$ cat src/rtl/rcdp_pkg.sv
// rcdp_pkg: shared widths, codes and control struct for the residual codebook
// dot product core. No dependencies.
package rcdp_pkg;

	localparam int VAL_W  = 16;
	localparam int CODE_W = 8;
	localparam int WGT_W  = 18;
	localparam int PROD_W = 34;
	localparam int ACC_W  = 48;
	localparam int OUT_W  = 32;

	localparam logic       REQ_LOAD = 1'b0;
	localparam logic       REQ_TERM = 1'b1;

	localparam logic       REG_STAGE_COUNT = 1'b0;
	localparam logic [1:0] STAGE_COUNT_RST = 2'd2;
	localparam logic [1:0] STAGES_THREE    = 2'd3;

	typedef struct packed {
		logic p01;
		logic p2;
		logic wt;
		logic mul;
		logic acc;
		logic clr;
		logic use3;
	} mac_ctl_t;

endpackage

$ cat src/rtl/rcdp_codebook.sv
// rcdp_codebook: codebook memory, one write port, two registered read ports.
// Depends on rcdp_pkg.
module rcdp_codebook #(
	parameter int ENTRIES = 256
) (
	input  logic                                   clk,
	input  logic                                   we,
	input  logic [rcdp_pkg::CODE_W-1:0]            waddr,
	input  logic signed [rcdp_pkg::VAL_W-1:0]      wdata,
	input  logic [rcdp_pkg::CODE_W-1:0]            raddr_a,
	input  logic [rcdp_pkg::CODE_W-1:0]            raddr_b,
	output logic signed [rcdp_pkg::VAL_W-1:0]      rdata_a,
	output logic signed [rcdp_pkg::VAL_W-1:0]      rdata_b
);
	localparam int AW = (ENTRIES > 1) ? $clog2(ENTRIES) : 1;
	localparam logic [rcdp_pkg::CODE_W:0] LIMIT = (rcdp_pkg::CODE_W+1)'(ENTRIES);

	logic signed [rcdp_pkg::VAL_W-1:0] mem [ENTRIES];
	logic signed [rcdp_pkg::VAL_W-1:0] rd_a_q, rd_b_q;
	logic                              ok_a_q, ok_b_q;
	logic                              w_ok, ok_a, ok_b;

	assign w_ok = {1'b0, waddr}   < LIMIT;
	assign ok_a = {1'b0, raddr_a} < LIMIT;
	assign ok_b = {1'b0, raddr_b} < LIMIT;

	always_ff @(posedge clk) begin
		if (we && w_ok) begin
			mem[waddr[AW-1:0]] <= wdata;
		end
		rd_a_q <= mem[raddr_a[AW-1:0]];
		rd_b_q <= mem[raddr_b[AW-1:0]];
		ok_a_q <= ok_a;
		ok_b_q <= ok_b;
	end

	assign rdata_a = ok_a_q ? rd_a_q : '0;
	assign rdata_b = ok_b_q ? rd_b_q : '0;

endmodule

$ cat config.mk
export PLATFORM = sky130hd
export DESIGN_NAME = rcdp_codebook
export DESIGN_NICKNAME = d
export VERILOG_FILES = /design/src/rtl/rcdp_pkg.sv /design/src/rtl/rcdp_codebook.sv
export SDC_FILE = /design/constraint.sdc
export NUM_CORES = 2
export LEC_CHECK = 0
export BUFFER_PORTS_ARGS = -buffer_cell sky130_fd_sc_hd__buf_2
export CAP_MARGIN = 15
export CORE_MARGIN = 2
export CORE_UTILIZATION = 40
export CTS_CLUSTER_SIZE = 14
export DETAILED_ROUTE_END_ITERATION = 8
export GPL_TIMING_DRIVEN = 0
export HOLD_SLACK_MARGIN = 0.06
export PLACE_DENSITY = 0.58
export RECOVER_POWER = 100
export SYNTH_ARGS = -nofsm -noshare
export SYNTH_HDL_FRONTEND = slang
export SYNTH_SLANG_ARGS = --single-unit
export TNS_END_PERCENT = 1
$ cat constraint.sdc
create_clock -name clk -period 5.8 [get_ports clk]
set_input_delay 1.16 -clock clk [delete_from_list [all_inputs] [get_ports clk]]
set_output_delay 1.16 -clock clk [all_outputs]
set_load 0.03 [all_outputs]
# Word-level counts from Yosys, hierarchy flattened
# Memories as Yosys holds them, arrays and structs flattened. A register that Yosys moved wholly into a read port is not among the register bits.
# Cells that the tools add are included.
[totals]
reg_bits = 0
mem_bits_rw = 4096
word_cells = 3
mem_count = 1
[op_classes]
muxes = 2
[memory_table]
columns = ["name", "words", "word_bits", "rd", "rd_ports_with_merged_regs", "write_ports", "line", "rtl"]
rows = [
  ["mem", 256, 16, 2, 2, 1, "rcdp_codebook.sv:18", "logic signed [rcdp_pkg::VAL_W-1:0] mem [ENTRIES];"],
]
[op_table]
columns = ["operator", "n"]
rows = [
  ["$mux 1", 2],
]

# Longest topological paths before layout
[logic_depth]
ltp_word = 2
depth_mapped = 13
ltp_nobuf = 7

# Worst setup path before layout
# Ideal clock, no wire load.
[synth_path]
path_type = "input to register"
from = "input port raddr_b[0] (netlist name)"
to = "register rd_b_q[10] (netlist name), read port of mem"
arrival_ps = 3297
required_ps = 5671
slack_ps = 2374
path_stages = 8
n_path_buf = 2
path_cell_list = "buf_4 > buf_1 > mux4_2 > mux4_2 > a22oi_1 > nand2_1 > o31ai_1 > nor3_1"
[synth_lines]
columns = ["item", "line", "rtl"]
rows = [
  ["from (decl)", "rcdp_codebook.sv:11", "input logic [rcdp_pkg::CODE_W-1:0] raddr_b,"],
  ["to (decl)", "rcdp_codebook.sv:19", "logic signed [rcdp_pkg::VAL_W-1:0] rd_a_q, rd_b_q;"],
]

==> results.tsv <==
stage	metric	value	unit
sta	period utilization	108	%
pwr	NetSw	0.0185	W
worst_setup_path	CP max FO	14	
grt	largest net degree at the start of global routing	153	
floorplan	Initial Util	40.1	%
worst_setup_path	worst endpoint data arrival time	7.21	ns
grt	GRT Overall Usage	39.2	%
yosys	Synth area leader	edfxtp_1	
clock_tree	clock sink count	4128	
pwr	PwrDens	319	nW/um^2
place	DP Worst Slack	-1.23	ns
place	GP Congestion	1.06	
yosys	Post-Syn Area	192000	sq um
sta	FMAX	159	MHz
yosys	Yosys warnings	0	
pwr	maximum vdd drop	273	uV
clock_tree	total CTS buffers	453	
job	max-cap viol count	105	
sta	crit path time final	6.28	ns
worst_setup_path	flop2flop setup slack	1.72	ns
detailed_routing	drt first pass iters	8	
yosys	post-synthesis sequential element count	4128	
finish	fraction of layout cells with a size suffix above 1	26.9	%
yosys	synthesized area per cell	18.9	sq um
floorplan	Rows	254	
detailed_routing	antenna-violating nets left	0	
sta	Worst-Margin Slew	6.15	ns
worst_setup_path	critical path required time	6.73	ns
worst_setup_path	Worst setup EP type	flop	
worst_setup_path	Crit Path Class	input pin to flop	
worst_setup_path	crit start category	input pin	
detailed_routing	Post-route DRC	0	
clock_tree	CTS tree	built	
floorplan	core box area	478000	sq um
yosys	Yosys top cell area share	64.2	%
clock_tree	Max H-tree Level	5	
detailed_routing	initial detailed-routing violation count	23547	
yosys	Cell variety after synth	59	
yosys	leading post-synthesis cells by cell area	edfxtp_1, mux4_2, mux2i_1	
detailed_routing	per-cell routed wire length	53.8	um
clock_tree	Clock Latency Late Sink	1.11	ns
finish	Layout area overhead	14.2	%
sta	Final Skew	0.0971	ns
sta	Final setup viols	24	
clock_tree	Max clock buf depth	4	
floorplan	Die Height	696	um
pwr	Pwr Total	0.0697	W
hold_path	min-delay worst type	input pin to flop	
sta	PnR worst setup slack	-0.478	ns
sta	RSZ-0062 raised after global routing	false	
yosys	Post-synth EDFFs	4096	
sta	Fin Hold WS	0.841	ns
status	failing checks	max-capacitance violations, max-slew violations, negative setup slack	
floorplan	die width	696	um
pwr	power share of the combinational group	10.8	%
detailed_routing	WL met3	126000	um
detailed_routing	routed metal-1 wirelength	335000	um
sta	Max-slew headroom	-310	%
yosys	ys flop type	edfxtp_1	
detailed_routing	Via density	7.17	
detailed_routing	Met2 Wirelength	409000	um
place	hpwl dp	724000	um
sta	Pins Over Slew Limit	4058	
pwr	sequential share of power	47.3	%
yosys	most common cell in the synthesized netlist	edfxtp_1	
pwr	internal power	0.0513	W
pwr	LEAKAGE	69.3	nW
yosys	FFs w/ async S/R, synth	0	%
grt	aggregate global routing overflow	0	
grt	first-pass GRT wire length	1230000	um
finish	# nets final	11105	
floorplan	io pins	74	
floorplan	die area	485000	sq um
detailed_routing	WL final	967000	um
status	outcome	finished with violations	
sta	count of final hold-check violations	0	
pwr	Sw Ratio	26.5	%
clock_tree	Root Driver	clkbuf_16	
place	number of port buffers	60	
yosys	syn_nets	10177	
detailed_routing	Vias	128812	
grt	vias in the first global route	121503	
clock_tree	Reg clk slew, reported paths	0.07	ns
yosys	Seq/Total Area, Yosys	64.5	%
yosys	post-synthesis cell count	10135	
yosys	top cells by count, synth	edfxtp_1, mux4_2, mux2i_1, o221ai_1, clkbuf_1	
pwr	clock group share of total power	41.8	%
detailed_routing	Max Used Layer	met5	
grt	initial antenna violation count	140	
-- worst paths after layout --
kind / endpoint / from / cells past startpoint
max: rd_b_q[14] / raddr_b[1] / 10
min: mem[2][14] / waddr[7] / 4
max reg2reg: rd_a_q[8] / mem[27][8] / 7
min reg2reg: rd_b_q[0] / mem[221][0] / 6
-- cell families after synthesis --
group,share of synthesized area [%]
multiplexers,25.2
AND/OR/NAND/NOR,2.43
flip-flops,64.5
buffers and inverters,2.47
AO/OA/AOI/OAI,5.40
-- cells in the final DEF, fill, tap and decap left out, drive strengths merged, types with 12 or more instances in the layout --
master	netlist	final
a221oi	48	48
nor2	355	355
edfxtp	4096	4096
nor3	185	185
diode	0	127
a22o	55	55
o22ai	284	284
clkinv	0	218
nor2b	13	13
nand3	83	83
a21oi	210	210
dfxtp	32	32
clkbuf	383	1227
o311ai	12	12
clkinvlp	0	27
o21ai	74	74
mux4	1688	1688
nand2	257	257
inv	6	18
o221ai	418	418
a2111oi	39	39
buf	467	640
and3	18	18
a211oi	25	25
a211o	26	26
mux2i	1021	1021
o211ai	59	59
bufinv	0	39
a22oi	119	119
nor4	39	39
o31ai	27	27
nand4	30	30
and4	12	12
-- final cells by class --
type / count / area, sq um
timing repair buffer: 473 / 3730
clock buffer: 546 / 11800
tap: 6400 / 8010
buffer: 850 / 4810
fill: 40653 / 259000
inverter: 6 / 22.5
antenna: 127 / 318
sequential: 4128 / 124000
clock inverter: 296 / 2840
multi-input combinational: 5151 / 63600
-- worst max-delay path, cell delays in order --
cell      delay [ns]
clkbuf_2        0.81
buf_2           0.36
buf_2           0.87
clkbuf_2        1.07
mux4_2          0.40
o22ai_1         0.09
nor3_1          0.53
nor3_1          0.34
nor3_1          0.77
and3_1          0.68
-- power by group through the flow --
stage	Clock, W	Sequential, W	Combinational [W]
floorplan	0	0.0336	0.00306
global placement	0	0.0337	0.00690
detailed placement	0	0.0336	0.00725
CTS	0.0292	0.0329	0.00727
global route	0.0303	0.0330	0.00738
finish	0.0292	0.0330	0.00755
-- through the flow --
stage / instance area, sq um / setup TNS, ns / std cells / utilization (%)
floorplan: 192000 / 0 / 10135 / -
global placement: 200000 / -820.81 / 16595 / 41.8
detailed placement: 208000 / -27.64 / 16996 / 43.6
CTS: 223000 / -0.00296 / 17838 / 46.7
global route: 219000 / 0 / 17891 / 45.7
finish: 219000 / -4.87 / 17977 / 45.8
-- repair_timing --
item | CTS | global route
setup buffers | 0 | 0
setup endpoints to repair | 5 | 7
hold buffers | 0 | 0
resized for setup | 3 | 8
-- sequential cells by signal, summed over array words and instances, names as in the netlist --
register	count
mem	4096
rd_a_q	16
rd_b_q	16
-- routing by layer --
metal / up-vias / track usage, %
li1: 46070 / -
met4: 44 / 31.6
met5: - / 0
met1: 68540 / 48.9
met2: 11445 / 56.2
met3: 2713 / 12.7
Note: power is estimated with default switching activity, not from simulation.
