$ cat src/rtl/rcdp_pkg.sv
// rcdp_pkg: shared widths, codes and control struct for the residual codebook
// dot product core. No dependencies.
package rcdp_pkg;

	localparam int VAL_W  = 16;
	localparam int CODE_W = 8;
	localparam int WGT_W  = 18;
	localparam int PROD_W = 34;
	localparam int ACC_W  = 48;
	localparam int OUT_W  = 32;

	localparam logic       REQ_LOAD = 1'b0;
	localparam logic       REQ_TERM = 1'b1;

	localparam logic       REG_STAGE_COUNT = 1'b0;
	localparam logic [1:0] STAGE_COUNT_RST = 2'd2;
	localparam logic [1:0] STAGES_THREE    = 2'd3;

	typedef struct packed {
		logic p01;
		logic p2;
		logic wt;
		logic mul;
		logic acc;
		logic clr;
		logic use3;
	} mac_ctl_t;

endpackage

$ cat src/rtl/rcdp_mac.sv
// rcdp_mac: weight rebuild, rounding, multiply-accumulate and final rounding.
// Depends on rcdp_pkg.
module rcdp_mac (
	input  logic                               clk,
	input  logic                               arst_n,
	input  rcdp_pkg::mac_ctl_t                 ctl,
	input  logic signed [rcdp_pkg::VAL_W-1:0]  e_a,
	input  logic signed [rcdp_pkg::VAL_W-1:0]  e_b,
	input  logic signed [rcdp_pkg::VAL_W-1:0]  scale0,
	input  logic signed [rcdp_pkg::VAL_W-1:0]  scale1,
	input  logic signed [rcdp_pkg::VAL_W-1:0]  scale2,
	input  logic signed [rcdp_pkg::VAL_W-1:0]  x_value,
	input  logic signed [rcdp_pkg::OUT_W-1:0]  bias,
	output logic signed [rcdp_pkg::OUT_W-1:0]  result
);
	logic signed [31:0] p0_s1, p1_s1, p2_s2;
	logic signed [32:0] s01_s2;
	logic signed [33:0] wsum, wadd, wsh;
	logic signed [rcdp_pkg::WGT_W-1:0]  w_q;
	logic signed [rcdp_pkg::PROD_W-1:0] prod_q;
	logic signed [rcdp_pkg::ACC_W-1:0]  acc_q;
	logic signed [rcdp_pkg::ACC_W:0]    asum, a2;
	logic signed [36:0]                 sh37;
	logic signed [37:0]                 tot;

	assign wsum = $signed({s01_s2[32], s01_s2}) + $signed({{2{p2_s2[31]}}, p2_s2});
	assign wadd = wsum + 34'sd2048;
	assign wsh  = wadd >>> 12;

	assign asum = $signed({acc_q[rcdp_pkg::ACC_W-1], acc_q})
		+ $signed({{(rcdp_pkg::ACC_W+1-rcdp_pkg::PROD_W){prod_q[rcdp_pkg::PROD_W-1]}}, prod_q});

	assign a2   = $signed({acc_q[rcdp_pkg::ACC_W-1], acc_q}) + 49'sd2048;
	assign sh37 = a2[48:12];
	assign tot  = $signed({sh37[36], sh37}) + $signed({{6{bias[31]}}, bias});

	always_comb begin
		if (tot > 38'sd2147483647) begin
			result = 32'sh7FFFFFFF;
		end else if (tot < -38'sd2147483648) begin
			result = 32'sh80000000;
		end else begin
			result = tot[31:0];
		end
	end

	always_ff @(posedge clk) begin
		if (ctl.p01) begin
			p0_s1 <= e_a * scale0;
			p1_s1 <= e_b * scale1;
		end
		if (ctl.p2) begin
			s01_s2 <= $signed({p0_s1[31], p0_s1}) + $signed({p1_s1[31], p1_s1});
			p2_s2  <= ctl.use3 ? e_a * scale2 : 32'sd0;
		end
		if (ctl.wt) begin
			if (wsh > 34'sd131071) begin
				w_q <= 18'sh1FFFF;
			end else if (wsh < -34'sd131072) begin
				w_q <= 18'sh20000;
			end else begin
				w_q <= wsh[rcdp_pkg::WGT_W-1:0];
			end
		end
		if (ctl.mul) begin
			prod_q <= x_value * w_q;
		end
	end

	always_ff @(posedge clk or negedge arst_n) begin
		if (!arst_n) begin
			acc_q <= '0;
		end else if (ctl.clr) begin
			acc_q <= '0;
		end else if (ctl.acc) begin
			if (asum[rcdp_pkg::ACC_W] != asum[rcdp_pkg::ACC_W-1]) begin
				acc_q <= asum[rcdp_pkg::ACC_W] ? {1'b1, {(rcdp_pkg::ACC_W-1){1'b0}}}
					: {1'b0, {(rcdp_pkg::ACC_W-1){1'b1}}};
			end else begin
				acc_q <= asum[rcdp_pkg::ACC_W-1:0];
			end
		end
	end

endmodule

$ cat config.mk
export PLATFORM = sky130hd
export DESIGN_NAME = rcdp_mac
export DESIGN_NICKNAME = d
export VERILOG_FILES = /design/src/rtl/rcdp_pkg.sv /design/src/rtl/rcdp_mac.sv
export SDC_FILE = /design/constraint.sdc
export NUM_CORES = 2
export LEC_CHECK = 0
export BUFFER_PORTS_ARGS = -buffer_cell sky130_fd_sc_hd__buf_4
export CORE_UTILIZATION = 30
export CTS_BUF_LIST = sky130_fd_sc_hd__clkbuf_16
export CTS_CLUSTER_DIAMETER = 150
export CTS_CLUSTER_SIZE = 16
export DETAILED_ROUTE_END_ITERATION = 10
export MAX_ROUTING_LAYER = met4
export SLEW_MARGIN = 20
export SYNTH_ARGS = -nofsm -noshare
export SYNTH_HDL_FRONTEND = slang
export SYNTH_SLANG_ARGS = --single-unit
$ cat constraint.sdc
create_clock -name clk -period 13.65 [get_ports clk]
set_input_delay 3.4125 -clock clk [delete_from_list [all_inputs] [get_ports clk]]
set_output_delay 3.4125 -clock clk [all_outputs]
set_load 0.02 [all_outputs]
Word-level counts from Yosys, hierarchy flattened --
Index checks and enable logic that the tools add are counted. W data, S select, Z words.
Storage, ports and cells: register bits 229, latch bits 0, RAM bits 0, bits in read-only memories 0, input port bits 137, output and inout port bits 32, word-level logic and storage cells 30, memories kept 0
Cells by class: add/sub/neg operators 6, multipliers 4, div/mod/pow operators 0, $lt $le $gt $ge 4, equality and inequality tests 1, shift-type cells 0, mux-type cells 7, bitwise gates (word level) 0, reduce and logical (&&, ||, !) cells 1
Operators by type and width (count):
- $mux W48 | 4
- $mul A16 B16 Y32 | 3
- $mux W32 | 2
- $add A48 B13 Y49 const B | 1
- $add A48 B34 Y49 | 1
- $add A37 B32 Y38 | 1
- $gt A38 B32 Y1 const B | 1
- $lt A38 B32 Y1 const B | 1
- $add A33 B32 Y34 | 1
- $add A34 B13 Y34 const B | 1
- $mul A16 B18 Y34 | 1
- $add A32 B32 Y33 | 1
- $gt A22 B18 Y1 const B | 1
- $lt A22 B18 Y1 const B | 1
- $mux W18 | 1
- $reduce_bool A2 Y1 | 1
- $ne A1 B1 Y1 | 1

Depth between registers and ports, before layout --
depth in word-level cells 5, gate-level depth with buffers 26, gate-level depth less buffers 24

Least setup slack after synthesis --
No wires, ideal clock.
path kind input-to-output, from in bias[0] (netlist bit), to out result[10] (netlist bit), arrival time 6.701 ns, data required time 10.238 ns, setup slack 3.536 ns, cell stages on the path 15, path buffers 1, cells stage by stage ha_1 -> inv_1 -> fa_1 -> nor2b_2 -> o31ai_2 -> a21oi_2 -> nor4_2 -> o41ai_4 -> o21ai_4 -> o311ai_2 -> a221oi_2 -> xnor2_1 -> a31oi_1 -> clkbuf_1 -> o21ai_0
On the way: word-level cells in the longest chain between the ends 4, elaborated cells on any way between the ends 5, those cells by class 1 x add/sub; 2 x order compare; 2 x mux
RTL lines:
- start, declared | RTL line rcdp_mac.sv:13 | input logic signed [rcdp_pkg::OUT_W-1:0] bias,
- $add A37 B32 Y38 * | RTL line rcdp_mac.sv:35 | assign tot = $signed({sh37[36], sh37}) + $signed({{6{bias[31]}}, bias});
- $lt A38 B32 Y1 | RTL line rcdp_mac.sv:40 | end else if (tot < -38'sd2147483648) begin
- $mux W32 | RTL line rcdp_mac.sv:40
- $mux W32 * | RTL line rcdp_mac.sv:38 | if (tot > 38'sd2147483647) begin
- end, declared | RTL line rcdp_mac.sv:14 | output logic signed [rcdp_pkg::OUT_W-1:0] result
Every way passes the cells marked *; elsewhere a longest branch is shown, timed or not.

Worst setup path after layout --
from in bias[0] (netlist bit), to out result[1] (netlist bit)
The elaborated chain is that of the path after synthesis.

==> flow_summary.json <==
{
  "worstSkewPairLatency_ps": 550,
  "die_w_um": 433.8,
  "design.die.area_um2": 188200,
  "cts_num_sinks": 229,
  "worst-endpoint-arrival_ps": 7310,
  "grt_overflow_total": 0,
  "cells_after_synthesis": 6006,
  "timing.critical_path.to_type": "output pin",
  "yosys.area.top_type_share_pct": 38.62,
  "num_rows": 158,
  "num-nets-final": 7738,
  "ys_dominant_reg_cell": "sky130_fd_sc_hd__edfxtp_1",
  "post-synth-top-area-cell": "sky130_fd_sc_hd__fa_1",
  "mostFrequentLayoutCells": "sky130_fd_sc_hd__inv_1 (1252), sky130_fd_sc_hd__fa_1 (1079), sky130_fd_sc_hd__nand2_1 (638)",
  "post-place-ws_ps": 2488,
  "first_global_vias": 43440,
  "finalWirelength_um": 134500,
  "maxCapViolations": 0,
  "final_layout_size_suffix_gt1_share_pct": 3.890,
  "placeableCoreArea_um2": 185200,
  "post_cts.resized_instances": 0,
  "ff2ff_path_depth": 24,
  "synthesis.nets": 7735,
  "ctsLongestPathBuffers": 3,
  "launching_element_type_of_the_critical_path": "primary input",
  "detail-route-antenna-nets": 0,
  "layout.filler_cells": 19170,
  "drc_violation_count_after_routing": 0,
  "ctsHoldBuffers": 0,
  "finalSetupViolCount": 0,
  "worst_hold_path_stage_count": 2,
  "total_grt_usage_pct": 15.24,
  "number_of_ports_placed_on_the_die_boundary": 169,
  "skew_ps": 25.32,
  "drtIter0Drc": 2026,
  "synth_area_leaders": "sky130_fd_sc_hd__fa_1 (39%), sky130_fd_sc_hd__ha_1 (11%), sky130_fd_sc_hd__edfxtp_1 (9.7%)",
  "setup_total_negative_slack_ps": 0,
  "ctsRootBufferMaster": "sky130_fd_sc_hd__clkbuf_16",
  "critical_path_class": "in -> out",
  "clkSlewWorstSetupHoldPaths_ps": 80,
  "synthArstFlopShare_pct": 20.96,
  "period_minus_slack_ps": 10720,
  "cts_post_setup_buffers_inserted": 0,
  "multiInputGateArea_um2": 43880,
  "rsz0062_at_grt": "false",
  "setup_ws_ps": 2932,
  "syn-cell-area_um2": 55930,
  "status": "finished, final reports clean",
  "synth_edf_count": 181,
  "synth.avg_cell_area_um2": 9.312,
  "cts.htree.levels": 1,
  "grt_start_max_net_pins": 66,
  "synth_cell_types": 89,
  "drv_slew": 0,
  "place.detailed.hpwl_um": 109500,
  "drt-vias-per-instance": 4.698,
  "timing.final.hold_violations": 0,
  "grt_first_pass_wirelength_um": 226800,
  "port_buffers": 168,
  "crit_fanout": 23,
  "seqCellArea_um2": 6636,
  "route.detailed.wl_per_inst_um": 15.82,
  "worst_hold_path_type": "reg -> reg",
  "worst_hold_endpoint": "acc_q[4]",
  "relSlewSlack_pct": 35.08,
  "finalWeightedCongestion": 0.8736,
  "worst_hold_startpoint": "acc_q[4]",
  "via_count": 39940,
  "crit-reg2reg-capture": "prod_q[33]",
  "ys_warn_count": 0,
  "synth_register_bits": 229,
  "die_boundary_height_um": 433.8,
  "first_pass_iters": 6,
  "timing.reg2reg.setup_slack_ps": 6370,
  "grt_antenna_before_repair": 7,
  "cts_buf_count": 19,
  "achievable-frequency_mhz": 93.30,
  "flow.area_growth_from_synthesis_pct": 7.615,
  "start_util_pct": 30.19,
  "cp_data_required_time_ps": 10240,
  "min_period_over_period_pct": 78.52,
  "rr_startpoint": "w_q[7]",
  "max_slew.worst_pin.slew_ps": 949.3,
  "final_common_cell": "sky130_fd_sc_hd__inv_1",
  "seq_area_frac_synth_pct": 11.87,
  "cts_tree": "done"
}
## cell type report
cell class,count,area share [%]
multi-input cells,4336,72.91
flip-flops and latches,229,11.03
inverters,1249,7.790
well taps,2480,5.156
repair buffers,174,2.170
clock buffers,19,0.7900
clock inverters,9,0.1372
diodes,5,0.02079
## worst max-delay path: stages
cell and delay (ps):
sky130_fd_sc_hd__buf_4 80, sky130_fd_sc_hd__ha_1 180, sky130_fd_sc_hd__inv_1 60, sky130_fd_sc_hd__fa_1 410, sky130_fd_sc_hd__nor2b_2 170, sky130_fd_sc_hd__o31ai_2 80, sky130_fd_sc_hd__a21oi_2 190, sky130_fd_sc_hd__nor4_2 80
sky130_fd_sc_hd__o41ai_4 510, sky130_fd_sc_hd__o21ai_4 150, sky130_fd_sc_hd__o311ai_2 460, sky130_fd_sc_hd__a221oi_2 110, sky130_fd_sc_hd__xnor2_1 230, sky130_fd_sc_hd__o41ai_4 540, sky130_fd_sc_hd__buf_4 300, sky130_fd_sc_hd__o21ai_0 130
sky130_fd_sc_hd__buf_4 200
## logic make-up (layout without fill, tap and decap cells)
kind of cell / after synthesis / in the layout / synth area share (%)
and+or+nand+nor: 1718 / 1718 / 15.29
adders and majority gates: 1592 / 1592 / 50.10
DFF: 229 / 229 / 11.87
other: 0 / 5 / 0
buffers and inverters: 1441 / 1451 / 9.745
muxes: 2 / 2 / 0.03580
AOI/OAI and AO/OA: 738 / 738 / 8.483
xor gates and xnor gates: 286 / 286 / 4.479
## registers in the layout, indices dropped and copies added, names as in the netlist
signal / flops
acc_q: 48
p0_s1: 32
p1_s1: 32
p2_s2: 32
prod_q: 34
s01_s2: 33
w_q: 18
## cells in the mapped netlist (all sizes together), types with 28 or more instances
cell	instances
inv	1248
fa	1079
nand2	638
and2	548
ha	513
nor2	235
a21oi	210
xnor2	210
o21ai	198
edfxtp	181
clkbuf	178
a21o	89
xor2	76
dfrtp	48
nand3	48
nand2b	44
nor3	44
o21bai	38
nor2b	28
## per-layer routing
| layer | global-route usage, % | routed length, µm |
|---|---|---|
| met5 | - | 0 |
| met1 | 19.37 | 59180 |
| met3 | 1.231 | 5222 |
| met2 | 26.56 | 67480 |
| met4 | 2.879 | 2628 |
## metrics by stage
step	hold WS (ps)	util (%)	area, µm²	cells
2_1_floorplan	453.8	-	55930	6006
3_3_place_gp	468.1	32.18	59600	8467
3_5_place_dp	474.2	32.18	59600	8467
4_1_cts	493.1	32.48	60160	8495
5_1_grt	522.7	32.49	60180	8500
6_report	489.0	32.49	60190	8501
## worst max path at each step
stage | startpoint | to | slack [ps]
3_3_place_gp | bias[0] | result[12] | 2670
5_1_grt | bias[1] | result[8] | 2560
4_1_cts | bias[0] | result[25] | 2480
3_5_place_dp | bias[0] | result[25] | 2490
2_1_floorplan | bias[0] | result[10] | 3540
6_report | bias[0] | result[1] | 2930
Power is left out: the tool's default activity adds up to more than one toggle a clock period on the data nets, which glitch-free logic cannot reach.
